## src/plma_pkg.sv

```systemverilog
// Shared types, codes and defaults for the per-label moment accumulator.
package plma_pkg;

	localparam int NUM_LABELS_DEF = 1024;
	localparam int COUNT_BITS_DEF = 24;

	localparam logic [1:0] MODE_ACC = 2'd0;
	localparam logic [1:0] MODE_QRY = 2'd1;
	localparam logic [1:0] MODE_CLR = 2'd2;

	localparam logic [2:0] STAT_ACCEPTED  = 3'd0;
	localparam logic [2:0] STAT_IGNORED   = 3'd1;
	localparam logic [2:0] STAT_SATURATED = 3'd2;
	localparam logic [2:0] STAT_QUERY_OK  = 3'd3;
	localparam logic [2:0] STAT_EMPTY     = 3'd4;

	localparam logic CFG_LABEL_FLOOR = 1'b0;
	localparam logic CFG_MEAN_ONLY   = 1'b1;

	localparam logic [2:0] RES_IGN   = 3'd0;
	localparam logic [2:0] RES_ACC   = 3'd1;
	localparam logic [2:0] RES_CLR   = 3'd2;
	localparam logic [2:0] RES_EMPTY = 3'd3;
	localparam logic [2:0] RES_QRY   = 3'd4;

	typedef struct packed {
		logic [1:0]         mode;
		logic signed [15:0] label;
		logic signed [15:0] sample;
	} in_item_t;

	typedef struct packed {
		logic [2:0]         status;
		logic [23:0]        voxel_count;
		logic signed [15:0] mean_value;
		logic [14:0]        std_dev;
	} out_item_t;

	typedef struct packed {
		logic       clr_wr;
		logic       load;
		logic       rd;
		logic       acc_wr;
		logic       del_wr;
		logic       div_sum_start;
		logic       div_sq_start;
		logic       div_step;
		logic       mean_cap;
		logic       sqrt_start;
		logic       sqrt_step;
		logic       out_load;
		logic [2:0] res_sel;
	} plma_cmd_t;

	typedef struct packed {
		logic [1:0] mode;
		logic       lbl_ok;
		logic       lbl_in_range;
		logic       cnt_zero;
		logic       mean_only;
		logic       div_done;
		logic       sqrt_done;
		logic       clr_done;
		logic       out_free;
	} plma_stat_t;

endpackage

```

## src/plma_ctrl.sv

```systemverilog
// Sequencing state machine for the per-label moment accumulator.
module plma_ctrl
	import plma_pkg::*;
(
	input  logic       clk,
	input  logic       arst_n,
	input  logic       in_valid,
	output logic       in_stall,
	input  plma_stat_t st,
	output plma_cmd_t  cmd
);

	localparam logic [3:0] S_CLR  = 4'd0;
	localparam logic [3:0] S_IDLE = 4'd1;
	localparam logic [3:0] S_RD   = 4'd2;
	localparam logic [3:0] S_EXEC = 4'd3;
	localparam logic [3:0] S_DIVS = 4'd4;
	localparam logic [3:0] S_MEAN = 4'd5;
	localparam logic [3:0] S_DIVQ = 4'd6;
	localparam logic [3:0] S_VAR  = 4'd7;
	localparam logic [3:0] S_SQRT = 4'd8;
	localparam logic [3:0] S_FIN  = 4'd9;

	logic [3:0] state_q, state_d;
	logic [2:0] res_q, res_d;
	logic       accept;

	assign in_stall = (state_q != S_IDLE);
	assign accept   = in_valid && !in_stall;

	always_comb begin
		state_d = state_q;
		res_d   = res_q;
		cmd     = '0;
		cmd.res_sel = res_q;
		unique case (state_q)
			S_CLR: begin
				cmd.clr_wr = 1'b1;
				if (st.clr_done) state_d = S_IDLE;
			end
			S_IDLE: begin
				if (accept) begin
					cmd.load = 1'b1;
					state_d  = S_RD;
				end
			end
			S_RD: begin
				cmd.rd  = 1'b1;
				state_d = S_EXEC;
			end
			S_EXEC: begin
				state_d = S_FIN;
				res_d   = RES_IGN;
				priority if (st.mode == MODE_ACC) begin
					if (st.lbl_ok) begin
						cmd.acc_wr = 1'b1;
						res_d      = RES_ACC;
					end
				end else if (st.mode == MODE_QRY) begin
					if (st.lbl_ok) begin
						if (st.cnt_zero) begin
							res_d = RES_EMPTY;
						end else begin
							cmd.div_sum_start = 1'b1;
							state_d           = S_DIVS;
						end
					end
				end else if (st.mode == MODE_CLR) begin
					if (st.lbl_in_range) begin
						cmd.del_wr = 1'b1;
						res_d      = RES_CLR;
					end
				end else begin
					res_d = RES_IGN;
				end
			end
			S_DIVS: begin
				cmd.div_step = 1'b1;
				if (st.div_done) state_d = S_MEAN;
			end
			S_MEAN: begin
				cmd.mean_cap = 1'b1;
				if (st.mean_only) begin
					res_d   = RES_QRY;
					state_d = S_FIN;
				end else begin
					cmd.div_sq_start = 1'b1;
					state_d          = S_DIVQ;
				end
			end
			S_DIVQ: begin
				cmd.div_step = 1'b1;
				if (st.div_done) state_d = S_VAR;
			end
			S_VAR: begin
				cmd.sqrt_start = 1'b1;
				state_d        = S_SQRT;
			end
			S_SQRT: begin
				cmd.sqrt_step = 1'b1;
				if (st.sqrt_done) begin
					res_d   = RES_QRY;
					state_d = S_FIN;
				end
			end
			S_FIN: begin
				if (st.out_free) begin
					cmd.out_load = 1'b1;
					state_d      = S_IDLE;
				end
			end
			default: state_d = S_IDLE;
		endcase
	end

	always_ff @(posedge clk or negedge arst_n) begin
		if (!arst_n) begin
			state_q <= S_CLR;
			res_q   <= RES_IGN;
		end else begin
			state_q <= state_d;
			res_q   <= res_d;
		end
	end

	a_load_free: assert property (@(posedge clk) disable iff (!arst_n)
		cmd.out_load |-> st.out_free) else $error("result loaded into a full output");
	a_accept_stall: assert property (@(posedge clk) disable iff (!arst_n)
		accept |=> in_stall) else $error("input not stalled after a beat");
	a_exec_after_rd: assert property (@(posedge clk) disable iff (!arst_n)
		(state_q == S_EXEC) |-> $past(state_q == S_RD)) else $error("entry used before read");
	a_one_write: assert property (@(posedge clk) disable iff (!arst_n)
		(cmd.acc_wr || cmd.del_wr) |-> !cmd.clr_wr) else $error("table written twice");

endmodule

```

## config.mk

```make
export PLATFORM = sky130hd
export DESIGN_NAME = plma_ctrl
export DESIGN_NICKNAME = d
export VERILOG_FILES = /design/src/plma_pkg.sv /design/src/plma_ctrl.sv
export SDC_FILE = /design/constraint.sdc
export NUM_CORES = 1
export LEC_CHECK = 0
export ABC_AREA = 1
export ABC_CLOCK_PERIOD_IN_PS = 3120
export BUFFER_PORTS_ARGS = -buffer_cell sky130_fd_sc_hd__clkbuf_2
export CAP_MARGIN = 20
export CORE_MARGIN = 10
export CORE_UTILIZATION = 40
export CTS_BUF_LIST = sky130_fd_sc_hd__clkbuf_8
export DETAILED_ROUTE_END_ITERATION = 6
export HOLD_SLACK_MARGIN = 0.1
export PLACE_DENSITY = 0.83
export SETUP_SLACK_MARGIN = 0.05
export SLEW_MARGIN = 20
export SYNTH_ARGS = -nofsm -noshare
export SYNTH_HDL_FRONTEND = slang
export SYNTH_SLANG_ARGS = --single-unit
```

## constraint.sdc

```tcl
create_clock -name clk -period 3.12 [get_ports clk]
set_input_delay 0.156 -clock clk [delete_from_list [all_inputs] [get_ports clk]]
set_output_delay 0.156 -clock clk [all_outputs]
set_load 0.005 [all_outputs]
```

==> results of run 1 <==
## metrics by stage
step	power, W	instance area, sq um	util, %	cells
after floorplan	0.000378	601	-	95
after global placement	0.000476	759	56.3	138
after detailed placement	0.000483	759	56.3	138
after CTS	0.000608	815	60.3	143
after global routing	0.000668	815	60.3	143
final	0.000598	815	60.3	143
## sequential cells by signal (all words and copies together) (netlist names)
signal / count
state_q: 4
res_q: 3
## cells in the mapped netlist (all sizes together)
cell type / count / area share [%]
nand2: 34 / 26
nor2: 20 / 18
inv: 18 / 11
nand3: 9 / 7.5
dfrtp: 7 / 29
nand3b: 2 / 2.5
nand4: 1 / 1.0
nor3: 1 / 0.83
nor4: 1 / 1.0
o211ai: 1 / 1.3
o21bai: 1 / 1.3
## area by class of cell
type	instances	area (sq um)	share of cell area, %
Clock buffer	3	41.3	5.07
Clock inverter	1	3.75	0.461
Inverter	18	67.6	8.29
Multi-Input combinational cell	70	358	43.9
Sequential cell	7	175	21.5
Tap cell	15	18.8	2.30
Timing Repair Buffer	29	150	18.4
## cell usage in the layout (no fill, tap or decap)
| cell type | synthesis | layout |
|---|---|---|
| nor4_1 | 1 | 1 |
| nor3_1 | 1 | 1 |
| dfrtp_1 | 7 | 7 |
| clkbuf_2 | 0 | 28 |
| o21bai_1 | 1 | 1 |
| nor2_1 | 13 | 13 |
| inv_1 | 13 | 14 |
| nand3_1 | 9 | 9 |
| dlygate4sd3_1 | 0 | 1 |
| nand2_1 | 24 | 24 |
| inv_2 | 5 | 5 |
| nand4_1 | 1 | 1 |
| nor2_4 | 3 | 3 |
| nand2_4 | 1 | 1 |
| clkbuf_8 | 0 | 3 |
| o211ai_1 | 1 | 1 |
| nand2_2 | 9 | 9 |
| nor2_2 | 4 | 4 |
| nand3b_1 | 2 | 2 |
## worst max-delay path by stage
stage	slack, ps	endpoint	cells past startpoint
finish	1500	cmd[11]	6
global route	1320	cmd[11]	6
floorplan	1910	cmd[11]	5
detailed placement	1740	cmd[11]	6
global placement	1760	cmd[11]	6
CTS	1500	cmd[11]	6
## timing repair
item                                   in CTS  in global routing
buffers inserted                            0                  0
hold buffers                                1                  0
endpoints found under the hold margin       7                  0
## cell families (layout without fill, tap and decap cells)
group,Yosys count,count (layout),share of synthesized area (%)
AOI/OAI and AO/OA,2,2,2.50
buffers and inverters,18,51,11.3
DFF,7,7,29.2
and+or+nand+nor,68,68,57.1
## routing by layer
metal	global-route usage, %	wire [um]	up-vias
met5	0	0	-
met4	0.984	0	0
met3	4.94	125	0
met2	16.4	742	23
met1	10.5	709	294
li1	-	-	359
## worst max-delay path: stages, from the launching register on
cell	delay [ps]
dfrtp_1	430
nor2_2	210
inv_2	80
nor2_4	140
inv_2	60
nor4_1	160
clkbuf_2	160
## report_power, final
group / switching (W) / internal, W
Clock: 0.0000356 / 0.0000847
Sequential: 0.0000363 / 0.000128
Combinational: 0.000193 / 0.000121
==> summary.md, run 1 <==
| Metric | Value |
|---|---|
| Worst hold path depth | 4 |
| Worst r2r src | state_q[3]$_DFFE_PN0P_ |
| First-pass GRT wire length | about 2700 um |
| Synth unique cells | 16 |
| CTS max path bufs | 2 |
| Aggregate global routing overflow | 0 |
| Setup slack after layout | between 1000 and 1500 ps |
| Pwr Density | roughly 730 nW/um^2 |
| Initial DRC count | 10 |
| Max Cap Viol | 0 |
| I/O pin cnt | 29 |
| Period utilization | 51.9% |
| Die Height | 58.8 um |
| Initial Utilization | 44.5% |
| Finish-stage setup viols | 0 |
| # DRC | 0 |
| Startpoint types | register |
| First-pass detailed-route iteration total | 4 |
| Reg clk slew, reported paths | 40 ps |
| Filler Cell Count | 136 |
| Vias in the first global route | 686 |
| Final number of hold-violating endpoints | 0 |
| # clock sinks | 7 |
| Worst EP arrival | 1460 ps |
| Worst-Skew Late Latency | roughly 220 ps |
| Seq/Total Area, Yosys | approximately 29% |
| Dpl ws | 1740 ps |
| Mapped cell area | 601 sq um |
| RePlAce Congestion | 0.840 |
| Post-CTS sizing | 0 |
| Final nets | roughly 140 |
| CTS tree | built |
| Antenna viol nets, final | 0 |
| Hold Crit Class | in2reg |
| Setup tns final | 0 ps |
| FF-to-FF setup slack | between 1500 and 2000 ps |
| Clock Tree Root | clkbuf_8 |
| Path depth of the worst reg2reg path | 8 |
| Post-synthesis cell count | 95 |
| Vias | 676 |
| R2R Path End | res_q[2]$_DFFE_PN0P_ |
| Crit path capture type | primary output |
| Row cnt | 13 |
| Final hold slack | 198 ps |
| Period minus WS final | 1620 ps |
| Total GRT Usage | 9.52% |
| Area grow syn2layout | 35.6% |
| Die width | 58.8 um |
| Crit. Startpoint | state_q[3]$_DFFE_PN0P_ |
| N_diodes | 0 |
| Outcome | completed |
| Share of cells above drive strength 1 | 41.4% |
| VDD IR-drop max | around 0.00052 V |
| Final WL | 1580 um |
| Flops & latches, synth | 7 |
| Clock Skews | 4.04 ps |
| Pleak | 0.513 nW |
| Worst slew margin | between 80% and 90% |
| DR vias/cell | 4.73 |
| Yosys warns | 0 |
| Port Buf Inserts | 28 |
| Fmax | 0.617 GHz |
| Core area | roughly 1400 sq um |
| Final Slew Violations | 0 |
| Hold Path Sink | state_q[1]$_DFFE_PN0P_ |
| H-tree depth | 1 |
| Maximum number of pins on one net before global-route repair | 8 |
| Crit path kind | reg2out |
| CTS buffer count | 3 |
| Avg Inst Size Synth | 6.32 sq um |
| Initial antenna violation count | 0 |
| HP Start | st[3] |
| RSZ-0062 raised after global routing | false |
| Dpl hpwl | 1430 um |
| Syn_nets | 108 |
| CP Max Fanout | 5 |
| Worst slew pin tran | 238 ps |
| Drt wl/cell | 11.0 um |
| Required time worst endpoint | 2960 ps |
| Die Footprint | between 3000 and 4000 sq um |
Note: power is estimated with default switching activity, not from simulation.
==> inputs of run 2 (changes only) <==
--- a/config.mk
+++ b/config.mk
@@ -6,7 +6,7 @@
 export NUM_CORES = 1
 export LEC_CHECK = 0
 export ABC_AREA = 1
-export ABC_CLOCK_PERIOD_IN_PS = 3120
+export ABC_CLOCK_PERIOD_IN_PS = 1670
 export BUFFER_PORTS_ARGS = -buffer_cell sky130_fd_sc_hd__clkbuf_2
 export CAP_MARGIN = 20
 export CORE_MARGIN = 10
==> constraint.sdc (replaced) <==
create_clock -name clk -period 1.67 [get_ports clk]
set_input_delay 0.0835 -clock clk [delete_from_list [all_inputs] [get_ports clk]]
set_output_delay 0.0835 -clock clk [all_outputs]
set_load 0.005 [all_outputs]
==> run 2 against run 1 <==
Effect of this change: setup slack worse by 1300 ps; sequential share of layout area barely moved; count of clock-buffer cells in the layout did not move; non-clock buffer count did not move; via count grew 0.44%; combinational power up 90%; core utilization increased by 0.46 points; clock skew down 2.1 ps; worst hold slack worse by 64 ps; critical path depth stayed put; sequential power grew 90%.
==> summary.md, run 2 (synthesis gave the netlist of run 1 again) <==
| Metric | Value |
|---|---|
| Top Registers | state_q (4), res_q (3) |
| Worst slew pin tran | 242 ps |
| H-tree depth | 1 |
| N_diodes | 0 |
| RSZ-0062 raised after global routing | false |
| Finish-stage setup viols | 0 |
| Number of flip-flops in the largest register | 4 |
| CP Max Fanout | 5 |
| Worst slew margin | 83.8% |
| Commonest non-fill, non-tap cell in the layout | clkbuf_2 |
| Filler Cell Count | 144 |
| Logic pwr share | 52.7% |
| Switch share | between 40% and 50% |
| Drt wl/cell | 11.5 um |
| # DRC | 0 |
| Final number of hold-violating endpoints | 0 |
| Final hold slack | 134 ps |
| Share of cells above drive strength 1 | 42.2% |
| Net Switching | 0.000504 W |
| VDD IR-drop max | ~0.00065 V |
| Worst EP arrival | 1410 ps |
| Outcome | completed |
| Sequential share of power | 27.4% |
| Die Footprint | 3450 sq um |
| Core area | 1350 sq um |
| RePlAce Congestion | 0.875 |
| Dpl hpwl | 1460 um |
| Initial DRC count | 5 |
| Largest reg by FF count | state_q |
| Required time worst endpoint | about 1600 ps |
| Final instance area | 821 sq um |
| CTS tree | built |
| FF-to-FF setup slack | 420 ps |
| Initial antenna violation count | 0 |
| Crit path capture type | primary output |
| Hold Crit Class | in2reg |
| Port Buf Inserts | 28 |
| CP max stage delay | 440 ps |
| Area grow syn2layout | 36.7% |
| CP Buf/Inv Count | 3 |
| Critical Path, Cell by Cell | nor2_4 > inv_2 > nor2_4 > inv_2 > nor4_1 > clkbuf_2 |
| Clock Tree Root | clkbuf_8 |
| Reg clk slew, reported paths | 40 ps |
| Die Height | 58.8 um |
| DR vias/cell | 4.75 |
| CTS buffer count | 3 |
| Total GRT Usage | 9.29% |
| Final nets | 142 |
| Worst-Skew Late Latency | 220 ps |
| CTS max path bufs | 2 |
| Placed cell area | about 760 sq um |
| Setup slack after layout | 177 ps |
| Startpoint types | register |
| Vias | 679 |
| Final Slew Violations | 0 |
| Clk pwr share | 19.8% |
| CP top delay family | simple AND/OR/NAND/NOR gates |
| I/O pin cnt | 29 |
| Dpl ws | 366 ps |
| Clock Skews | 1.91 ps |
| Final WL | 1650 um |
| Row cnt | 13 |
| Antenna viol nets, final | 0 |
| Pleak | 0.514 nW |
| # clock sinks | 7 |
| Period minus WS final | between 1000 and 1500 ps |
| Int Pwr | 0.000627 W |
| Aggregate global routing overflow | 0 |
| Setup tns final | 0 ps |
| Pwr Density | 1380 nW/um^2 |
| Vias in the first global route | between 600 and 700 |
| First-pass detailed-route iteration total | 3 |
| Maximum number of pins on one net before global-route repair | 8 |
| Crit path kind | reg2out |
| First-pass GRT wire length | 2710 um |
| Initial Utilization | 44.5% |
| Max Cap Viol | 0 |
| Most frequent cells in the layout | 28 x clkbuf_2, 24 x nand2_1, 14 x inv_1, 13 x nor2_1 |
| Worst path slowest cell | dfrtp_2 |
| Period utilization | 89.4% |
| Die width | 58.8 um |
| Fmax | about 0.67 GHz |
| Design Power | 0.00113 W |
-- run 2: cell counts in the layout (fill, tap and decap cells not counted) --
No cell type changed its count.
-- run 2: final timing paths --
path / end / startpoint / cells after the start
worst min-delay path: state_q[1]$_DFFE_PN0P_ / st[3] / 4
worst min register to register: res_q[2]$_DFFE_PN0P_ / res_q[2]$_DFFE_PN0P_ / 2
worst max register to register: res_q[0]$_DFFE_PN0P_ / state_q[3]$_DFFE_PN0P_ / 9
worst max-delay path: cmd[11] / state_q[3]$_DFFE_PN0P_ / 6
min in group asynchronous: state_q[1]$_DFFE_PN0P_ / arst_n / 2
max in group asynchronous: state_q[3]$_DFFE_PN0P_ / arst_n / 2
-- run 2: routing by layer --
layer / vias to the layer above / wire (um) / share of wire, % / GRT usage, %
li1: 355 / - / - / -
met1: 303 / 761 / 46 / 10.7
met2: 21 / 770 / 47 / 15.3
met3: 0 / 114 / 6.9 / 4.29
met4: 0 / 0 / 0 / 1.97
met5: - / 0 / 0 / 0
-- run 2: power by group through the flow --
stage / clock, W / sequential [W] / combinational [W]
6_report: 0.000225 / 0.000311 / 0.000597
5_1_grt: 0.000247 / 0.000322 / 0.000683
4_1_cts: 0.000230 / 0.000305 / 0.000606
3_5_place_dp: 0 / 0.000308 / 0.000600
3_3_place_gp: 0 / 0.000305 / 0.000584
2_1_floorplan: 0 / 0.000298 / 0.000407
-- run 2: final cells by class --
type | count | area, sq um | area share [%]
timing repair buffer | 29 | 150 | 18.3
clock inverter | 1 | 3.75 | 0.457
inverter | 18 | 67.6 | 8.23
sequential | 7 | 176 | 21.5
clock buffer | 3 | 41.3 | 5.03
tap | 15 | 18.8 | 2.29
multi-input combinational | 70 | 363 | 44.2
-- run 2: stage by stage --
step	utilization [%]	instances
finish	60.8	143
global route	60.8	143
CTS	60.3	143
detailed placement	56.3	138
global placement	56.3	138
floorplan	-	95
-- run 2: worst reg2reg max path, cell delays in order, from the launching register on --
cell,delay [ps]
dfrtp_2,440
inv_2,100
nand2_4,70
nor2_4,170
nand2_2,110
nand2_2,70
inv_2,40
nand2_2,60
nand2_1,60
nand2_1,60
-- run 2: repair_timing --
| action | in CTS | in global routing |
|---|---|---|
| hold endpoints to repair | 7 | 0 |
| hold buffers | 1 | 0 |
| endpoints found under the setup margin | 0 | 1 |
| setup buffers | 0 | 0 |
| resized for setup | 0 | 2 |
